--- config.mk ---
export PLATFORM = sky130hd
export DESIGN_NAME = escaped_frame_decoder_core
export DESIGN_NICKNAME = d
export VERILOG_FILES = /design/src/rtl/efd_pkg.sv /design/src/rtl/efd_in_reg.sv /design/src/rtl/efd_decode.sv /design/src/rtl/efd_out_reg.sv /design/src/rtl/escaped_frame_decoder_core.sv
export VERILOG_INCLUDE_DIRS = /design/src /design/src/rtl
export SDC_FILE = /design/constraint.sdc
export NUM_CORES = 1
export LEC_CHECK = 0
export BUFFER_PORTS_ARGS = -buffer_cell sky130_fd_sc_hd__buf_2
export CORE_AREA = 3 3 89 91
export CTS_CLUSTER_SIZE = 8
export DETAILED_ROUTE_END_ITERATION = 10
export DIE_AREA = 0 0 92 94
export PLACE_DENSITY_LB_ADDON = 0.05
export SYNTH_ARGS = -nofsm -noshare
export SYNTH_HDL_FRONTEND = slang
export SYNTH_SLANG_ARGS = --single-unit
--- constraint.sdc ---
create_clock -name clk_i -period 3.6 [get_ports clk_i]
set_input_delay 0.36 -clock clk_i [delete_from_list [all_inputs] [get_ports clk_i]]
set_output_delay 0.36 -clock clk_i [all_outputs]
set_load 0.05 [all_outputs]
--- src/rtl/escaped_frame_decoder_core_assert.svh ---
// ----------------------------------------------------------------------------
// Escaped frame decoder assertion macros
// Shared concurrent assertion forms, clocked on clk_i; EFD_ASSERT is disabled while rst_ni is low.
// ----------------------------------------------------------------------------
`ifndef ESCAPED_FRAME_DECODER_CORE_ASSERT_SVH
`define ESCAPED_FRAME_DECODER_CORE_ASSERT_SVH

// property checked outside reset
`define EFD_ASSERT(name, prop, msg) \
  name: assert property (@(posedge clk_i) disable iff (!rst_ni) prop) else $error(msg);

// property checked on every edge, reset included
`define EFD_ASSERT_ALWAYS(name, prop, msg) \
  name: assert property (@(posedge clk_i) prop) else $error(msg);

`endif

--- src/rtl/efd_pkg.sv ---
// ----------------------------------------------------------------------------
// Escaped frame decoder package
// Widths, byte codes, result kinds and shared types.
// ----------------------------------------------------------------------------
`default_nettype none

package efd_pkg;

  localparam int MAX_FRAME = 256;

  localparam int BYTE_W  = 8;
  localparam int CFG_W   = 9;
  localparam int LEN_W   = 9;
  localparam int KIND_W  = 2;
  localparam int CNT_W   = $clog2(MAX_FRAME + 1);
  localparam int LIM_W   = (CNT_W > CFG_W) ? CNT_W : CFG_W;

  localparam logic [CFG_W-1:0] MAX_LEN_RESET = CFG_W'(256);

  localparam logic [BYTE_W-1:0] ESC_BYTE   = 8'h55;
  localparam logic [BYTE_W-1:0] CODE_START = 8'h01;
  localparam logic [BYTE_W-1:0] CODE_LIT   = 8'h02;
  localparam logic [BYTE_W-1:0] CODE_END   = 8'h03;

  typedef enum logic [KIND_W-1:0] {
    KIND_DATA = 2'd0,
    KIND_GOOD = 2'd1,
    KIND_CSUM = 2'd2,
    KIND_OVFL = 2'd3
  } kind_e;

  typedef struct packed {
    logic              valid;
    kind_e             kind;
    logic [BYTE_W-1:0] data;
    logic [LEN_W-1:0]  len;
  } result_t;

endpackage

`default_nettype wire

--- src/rtl/efd_in_reg.sv ---
// ----------------------------------------------------------------------------
// Escaped frame decoder input register
// Holds one received byte until the decode stage takes it.
// ----------------------------------------------------------------------------
`default_nettype none

module efd_in_reg
  import efd_pkg::*;
(
  input  wire logic              clk_i,
  input  wire logic              rst_ni,
  input  wire logic              in_valid_i,
  output logic                   in_ready_o,
  input  wire logic [BYTE_W-1:0] rx_byte_i,
  input  wire logic              take_i,
  output logic                   valid_o,
  output logic [BYTE_W-1:0]      byte_o
);

  logic              valid_q, valid_d;
  logic [BYTE_W-1:0] byte_q;

  assign in_ready_o = !valid_q || take_i;
  assign valid_d    = (in_valid_i && in_ready_o) || (valid_q && !take_i);

  always_ff @(posedge clk_i or negedge rst_ni) begin
    if (!rst_ni) begin
      valid_q <= 1'b0;
    end else begin
      valid_q <= valid_d;
    end
  end

  always_ff @(posedge clk_i) begin
    if (in_valid_i && in_ready_o) begin
      byte_q <= rx_byte_i;
    end
  end

  assign valid_o = valid_q;
  assign byte_o  = byte_q;

endmodule

`default_nettype wire

--- src/rtl/efd_decode.sv ---
// ----------------------------------------------------------------------------
// Escaped frame decoder core logic
// Unstuffing, one-byte holdback, checksum and length tracking.
// ----------------------------------------------------------------------------
`default_nettype none

`include "escaped_frame_decoder_core_assert.svh"

module efd_decode
  import efd_pkg::*;
(
  input  wire logic              clk_i,
  input  wire logic              rst_ni,
  input  wire logic              cfg_valid_i,
  input  wire logic [CFG_W-1:0]  cfg_data_i,
  input  wire logic              fire_i,
  input  wire logic [BYTE_W-1:0] byte_i,
  output result_t                res_o
);

  logic [CFG_W-1:0]  max_len_q;
  logic              esc_q, esc_d;
  logic [CNT_W-1:0]  cnt_q, cnt_d;
  logic [BYTE_W-1:0] sum_q, sum_d;
  logic [BYTE_W-1:0] held_q, held_d;
  logic              held_vld_q, held_vld_d;

  logic [LIM_W-1:0]  limit;
  logic              over;
  logic              do_store;
  logic [BYTE_W-1:0] store_val;
  logic              do_restart;

  always_ff @(posedge clk_i or negedge rst_ni) begin
    if (!rst_ni) begin
      max_len_q <= MAX_LEN_RESET;
    end else if (cfg_valid_i) begin
      max_len_q <= cfg_data_i;
    end
  end

  assign limit = (LIM_W'(max_len_q) > LIM_W'(MAX_FRAME)) ? LIM_W'(MAX_FRAME)
                                                         : LIM_W'(max_len_q);
  assign over  = LIM_W'(cnt_q) >= limit;

  always_comb begin
    res_o      = '0;
    res_o.kind = KIND_DATA;
    do_store   = 1'b0;
    store_val  = byte_i;
    do_restart = 1'b0;
    esc_d      = esc_q;
    if (over) begin
      res_o.valid = 1'b1;
      res_o.kind  = KIND_OVFL;
      do_restart  = 1'b1;
    end else if (esc_q) begin
      esc_d = 1'b0;
      case (byte_i)
        CODE_START: begin
          do_restart = 1'b1;
        end
        CODE_LIT: begin
          do_store  = 1'b1;
          store_val = ESC_BYTE;
        end
        CODE_END: begin
          res_o.valid = 1'b1;
          do_restart  = 1'b1;
          if (held_vld_q && (sum_q == held_q)) begin
            res_o.kind = KIND_GOOD;
            res_o.len  = LEN_W'(cnt_q);
          end else begin
            res_o.kind = KIND_CSUM;
          end
        end
        default: begin
          do_store = 1'b1;
        end
      endcase
    end else if (byte_i == ESC_BYTE) begin
      esc_d = 1'b1;
    end else begin
      do_store = 1'b1;
    end
    if (do_restart) begin
      esc_d = 1'b0;
    end
    if (do_store && held_vld_q) begin
      res_o.valid = 1'b1;
      res_o.kind  = KIND_DATA;
      res_o.data  = held_q;
    end
  end

  always_comb begin
    cnt_d      = cnt_q;
    sum_d      = sum_q;
    held_d     = held_q;
    held_vld_d = held_vld_q;
    if (do_restart) begin
      cnt_d      = '0;
      sum_d      = '0;
      held_d     = '0;
      held_vld_d = 1'b0;
    end else if (do_store) begin
      if (held_vld_q) begin
        sum_d = sum_q + held_q;
      end
      held_d     = store_val;
      held_vld_d = 1'b1;
      cnt_d      = cnt_q + CNT_W'(1);
    end
  end

  always_ff @(posedge clk_i or negedge rst_ni) begin
    if (!rst_ni) begin
      esc_q      <= 1'b0;
      cnt_q      <= '0;
      sum_q      <= '0;
      held_q     <= '0;
      held_vld_q <= 1'b0;
    end else if (fire_i) begin
      esc_q      <= esc_d;
      cnt_q      <= cnt_d;
      sum_q      <= sum_d;
      held_q     <= held_d;
      held_vld_q <= held_vld_d;
    end
  end

  `EFD_ASSERT(a_cnt_bound, (cnt_q <= CNT_W'(MAX_FRAME)), "count above frame limit")
  `EFD_ASSERT(a_report_clears, (fire_i && res_o.valid && res_o.kind != KIND_DATA) |=> (cnt_q == '0 && !held_vld_q && !esc_q), "report did not restart collection")
  `EFD_ASSERT(a_data_needs_held, (res_o.valid && res_o.kind == KIND_DATA) |-> (held_vld_q && do_store), "data released without held byte")
  `EFD_ASSERT(a_held_has_count, held_vld_q |-> (cnt_q != '0), "held byte with zero count")

endmodule

`default_nettype wire

--- src/rtl/efd_out_reg.sv ---
// ----------------------------------------------------------------------------
// Escaped frame decoder output register
// Result register with valid/ready toward the consumer.
// ----------------------------------------------------------------------------
`default_nettype none

module efd_out_reg
  import efd_pkg::*;
(
  input  wire logic              clk_i,
  input  wire logic              rst_ni,
  input  wire logic              load_i,
  input  wire result_t           res_i,
  output logic                   free_o,
  output logic                   out_valid_o,
  input  wire logic              out_ready_i,
  output logic [KIND_W-1:0]      out_kind_o,
  output logic [BYTE_W-1:0]      out_byte_o,
  output logic [LEN_W-1:0]       frame_length_o
);

  logic              valid_q, valid_d;
  kind_e             kind_q;
  logic [BYTE_W-1:0] data_q;
  logic [LEN_W-1:0]  len_q;

  assign free_o = !valid_q || out_ready_i;

  always_comb begin
    valid_d = valid_q;
    if (load_i) begin
      valid_d = res_i.valid;
    end else if (out_ready_i) begin
      valid_d = 1'b0;
    end
  end

  always_ff @(posedge clk_i or negedge rst_ni) begin
    if (!rst_ni) begin
      valid_q <= 1'b0;
    end else begin
      valid_q <= valid_d;
    end
  end

  always_ff @(posedge clk_i) begin
    if (load_i && res_i.valid) begin
      kind_q <= res_i.kind;
      data_q <= res_i.data;
      len_q  <= res_i.len;
    end
  end

  assign out_valid_o    = valid_q;
  assign out_kind_o     = kind_q;
  assign out_byte_o     = data_q;
  assign frame_length_o = len_q;

endmodule

`default_nettype wire

--- src/rtl/escaped_frame_decoder_core.sv ---
// ----------------------------------------------------------------------------
// Escaped frame decoder core
// Byte-stuffed frame deframer with additive checksum check.
// ----------------------------------------------------------------------------
// Accepts one received byte per cycle and yields at most one result per byte:
// a released payload byte, frame good with its length, checksum error or
// overflow. The last byte of a frame is the checksum and is never released.
// A byte passes the input register, then the combinational decode, and its
// result is loaded into the result register; throughput is one byte per
// clock, set by the combinational decode between those registers, and drops
// only while the result register is full and not taken. max_frame_len must
// be written through the cfg port only while no transaction is in flight;
// the block itself does not enforce this.
// ----------------------------------------------------------------------------
`default_nettype none

module escaped_frame_decoder_core
  import efd_pkg::*;
(
  input  wire logic              clk_i,
  input  wire logic              rst_ni,
  input  wire logic              cfg_valid_i,
  output logic                   cfg_ready_o,
  input  wire logic [CFG_W-1:0]  cfg_max_frame_len_i,
  input  wire logic              in_valid_i,
  output logic                   in_ready_o,
  input  wire logic [BYTE_W-1:0] rx_byte_i,
  output logic                   out_valid_o,
  input  wire logic              out_ready_i,
  output logic [KIND_W-1:0]      out_kind_o,
  output logic [BYTE_W-1:0]      out_byte_o,
  output logic [LEN_W-1:0]       frame_length_o
);

  logic              s1_valid;
  logic [BYTE_W-1:0] s1_byte;
  logic              out_free;
  logic              fire;
  result_t           res;

  assign cfg_ready_o = 1'b1;
  assign fire        = s1_valid && out_free;

  efd_in_reg u_in_reg (
    .clk_i      (clk_i),
    .rst_ni     (rst_ni),
    .in_valid_i (in_valid_i),
    .in_ready_o (in_ready_o),
    .rx_byte_i  (rx_byte_i),
    .take_i     (fire),
    .valid_o    (s1_valid),
    .byte_o     (s1_byte)
  );

  efd_decode u_decode (
    .clk_i       (clk_i),
    .rst_ni      (rst_ni),
    .cfg_valid_i (cfg_valid_i),
    .cfg_data_i  (cfg_max_frame_len_i),
    .fire_i      (fire),
    .byte_i      (s1_byte),
    .res_o       (res)
  );

  efd_out_reg u_out_reg (
    .clk_i          (clk_i),
    .rst_ni         (rst_ni),
    .load_i         (fire),
    .res_i          (res),
    .free_o         (out_free),
    .out_valid_o    (out_valid_o),
    .out_ready_i    (out_ready_i),
    .out_kind_o     (out_kind_o),
    .out_byte_o     (out_byte_o),
    .frame_length_o (frame_length_o)
  );

endmodule

`default_nettype wire

==> reports/results.txt <==
Status: finished clean
CP peak stage delay: 0.68 ns
Endpoints failing setup: 0
Tmin final: 2.86 ns
Maximum Capacitance Violations: 0
Main synth FF type: dfrtp_1
Pint: 1650 uW
Synth Warn #: 0
Share of cells above drive strength 1: 0.241
CTS Buffer Depth: 2
CP Max Fanout: 11
Yosys reg bits: 65
Worst r2r dst: u_decode.cnt_q[0]
Critical Path Slowest Stage Cell: o21ai_1
Post-route core utilization: 0.506
Initial DRC count: 133
GR peak layer: met1
Crit path cell chain: clkinv_1 > nand2_1 > ha_1 > a21o_1 > a221oi_2 > o21ai_2 > o21ai_1 > mux2_2
Footprint of the multi-input gates: 1370 um2
Syn avg cell area: 11.8 um2
DR WL/cell: 15.6 um
Final Wtd Congestion: 0.815
Die X-Extent: 92 um
NumNets Final: 358
Crit Path Class: reg -> reg
Cell variety after synth: 58
Vias in the first global route: 2135
Die Height: 94 um
Hold crit path type: in -> async
Worst path top cell family by delay: compound AO/OA/AOI/OAI gates
Syn Std Cell Area: 3190 um2
Total chip power: 2730 uW
Row cnt: 31
Initial Util: 0.443
Fmax: 0.350 GHz
Post-CTS setup buffers: 0
Cells after Synth: 270
H-tree depth: 3
Final wirelength: 6600 um
Vias/cell: 5.18
Global Route met1 Usage: 0.243
Max-slew violation count: 0
CORE AREA: 7210 um2
Switching share of power: 0.396
Slew HR: 0.415
Clk slew on worst S/H paths: 0.07 ns
Hold Buf Count CTS: 0
GRT met2 Usage: 0.241
CP Capture Point: u_decode.cnt_q[0]
Post-cts repair resize count: 0
CP startpoint kind: flop
Clock Sinks: 65
Reg2reg start: u_decode.max_len_q[8]
Reg2reg setup slack: 0.74 ns
Crit path capture type: flop
DRT Pass-1 Iters: 4
Worst-Margin Slew: 0.877 ns
Fillers: 687
Layout area overhead: 14.4%
Largest net degree at the start of global routing: 39
Seq pwr share: 0.412
Flip-flop and latch area: 1760 um2
Clock skew: 0.00951 ns
Clk_lat worst skew: 0.33 ns
Setup crit start: u_decode.max_len_q[8]
CTS tree: yes
Grt ovf: 0
Critical path arrival: 3.13 ns
RSZ-0062 raised after global routing: no
Clock Tree Root: clkbuf_8
Initial antenna violation count: 0
TritonCTS buffer count: 9
Critical path required time: 3.87 ns
Number of synthesized flops with an enable pin: 27
Syn nets: 310
Period utilization: 0.795
Num ports: 44
WP buf/inv: 1
Grt met3 use: 0.0313
Fin Setup TNS: 0 ns
CP Depth: 8
Via count: 2187
Peak supply drop: 0.258 mV
Diode count: 0
Share of flip-flops with an asynchronous set or reset: 0.585
Gr usage total: 0.166
Pwr Density: 746 nW/um2
Sequential share of the synthesized area: 0.552
Port Buf Inserts: 42
Gate power share: 0.399
Die Area: 8650 um2
Hold Vio Cnt, Final: 0
Number of antenna-violating nets in the routed design: 0
Clk pwr share: 0.188
Leakage: 0.00161 uW
DP HPWL: 4790 um
# DRC: 0
Reg2reg path depth: 8
First-pass GRT wire length: 11000 um
Switching Power: 1080 uW
==> stage by stage <==
step / cells / hold slack (ns) / setup slack [ns] / cell area [um2]
6_report: 422 / 0.142 / 0.740 / 3650
5_1_grt: 422 / 0.187 / 0.433 / 3650
4_1_cts: 422 / 0.166 / 0.737 / 3650
3_5_place_dp: 406 / 0.487 / 0.726 / 3500
3_3_place_gp: 406 / 0.492 / 0.787 / 3500
2_1_floorplan: 270 / 0.0644 / 0.738 / 3190
==> how the worst min path moves through the flow <==
| stage | startpoint | end | cells after the start |
|---|---|---|---|
| finish | rst_ni | u_decode.sum_q[2] | 1 |
| global route | rx_byte_i[5] | u_in_reg.byte_o[5] | 1 |
| CTS | rst_ni | u_decode.sum_q[7] | 1 |
| detailed placement | u_in_reg.byte_o[7] | u_decode.held_q[7] | 1 |
| global placement | u_decode.sum_q[0] | u_decode.sum_q[0] | 1 |
| floorplan | rst_ni | u_decode.cnt_q[0] | 0 |
==> layer usage <==
| metal | wire length [um] | vias to the layer above |
|---|---|---|
| li1 | - | 1090 |
| met1 | 3410 | 1028 |
| met2 | 2800 | 57 |
| met3 | 273 | 12 |
| met4 | 124 | 0 |
| met5 | 0 | - |
==> kinds of logic (layout without fill, tap and decap cells) <==
| family | after synthesis | count (layout) | synth area share |
|---|---|---|---|
| AO/OA/AOI/OAI | 51 | 51 | 0.123 |
| XOR/XNOR | 7 | 7 | 0.0192 |
| adder cells (fa/ha/maj) | 18 | 18 | 0.0729 |
| buffers and inverters | 13 | 66 | 0.0200 |
| flip-flops | 65 | 65 | 0.552 |
| multiplexers | 10 | 10 | 0.0349 |
| other | 1 | 1 | 0.00117 |
| AND/OR/NAND/NOR | 105 | 105 | 0.177 |
==> Yosys cell counts (all sizes together), types with 2 or more instances <==
library cell,count,area (um2)
mux2,9,101
nor3,7,40.0
nand2b,5,31.3
inv,6,22.5
dfrtp,37,926
o22ai,2,12.5
or4,3,26.3
a21oi,8,40.0
o21ai,10,53.8
a21o,3,22.5
buf,5,33.8
nor2b,3,18.8
a22o,11,96.3
xnor2,6,52.6
and2,18,115
nor4,4,37.5
o32ai,2,17.5
nand2,31,119
nand4,2,12.5
o2bb2ai,4,35.0
ha,17,213
or2,2,12.5
o41ai,2,36.3
nand3,8,40.0
or3,2,12.5
and3,4,25.0
nor2,14,55.1
edfxtp,27,811
==> final cells by class <==
| type | instances | area share |
|---|---|---|
| Timing Repair Buffer | 43 | 0.0596 |
| Clock buffer | 12 | 0.0370 |
| Tap cell | 99 | 0.0339 |
| Sequential cell | 65 | 0.483 |
| Multi-Input combinational cell | 192 | 0.374 |
| Inverter | 7 | 0.00719 |
| Clock inverter | 4 | 0.00582 |
==> registers in the layout, indices dropped and copies added (netlist names) <==
signal                    flops
u_in_reg.valid_o              1
u_in_reg.byte_o               8
u_out_reg.out_kind_o          2
u_out_reg.frame_length_o      9
u_decode.max_len_q            9
u_decode.esc_q                1
u_decode.held_q               8
u_out_reg.out_valid_o         1
u_out_reg.out_byte_o          8
u_decode.cnt_q                9
u_decode.held_vld_q           1
u_decode.sum_q                8
==> power groups by stage <==
stage | sequential [uW] | combinational [uW] | clock, uW
2_1_floorplan | 1300 | 672 | 0
3_3_place_gp | 1140 | 1080 | 0
3_5_place_dp | 1140 | 1090 | 0
4_1_cts | 1120 | 1100 | 528
5_1_grt | 1150 | 1200 | 561
6_report | 1120 | 1090 | 514
==> cell usage in the layout, fill, tap and decap left out, drive strengths merged, types with 4 or more instances in the layout <==
| master | netlist | routed |
|---|---|---|
| edfxtp | 27 | 27 |
| o2bb2ai | 4 | 4 |
| buf | 5 | 43 |
| dfrtp | 37 | 37 |
| a21oi | 8 | 8 |
| ha | 17 | 17 |
| clkinv | 1 | 4 |
| o21ai | 10 | 10 |
| clkbuf | 1 | 12 |
| nor4 | 4 | 4 |
| nand2b | 5 | 5 |
| and2 | 18 | 18 |
| nor2 | 14 | 14 |
| and3 | 4 | 4 |
| nor3 | 7 | 7 |
| a22o | 11 | 11 |
| xnor2 | 6 | 6 |
| nand3 | 8 | 8 |
| mux2 | 9 | 9 |
| inv | 6 | 6 |
| nand2 | 31 | 31 |
Power figures use the tool's default switching activity.
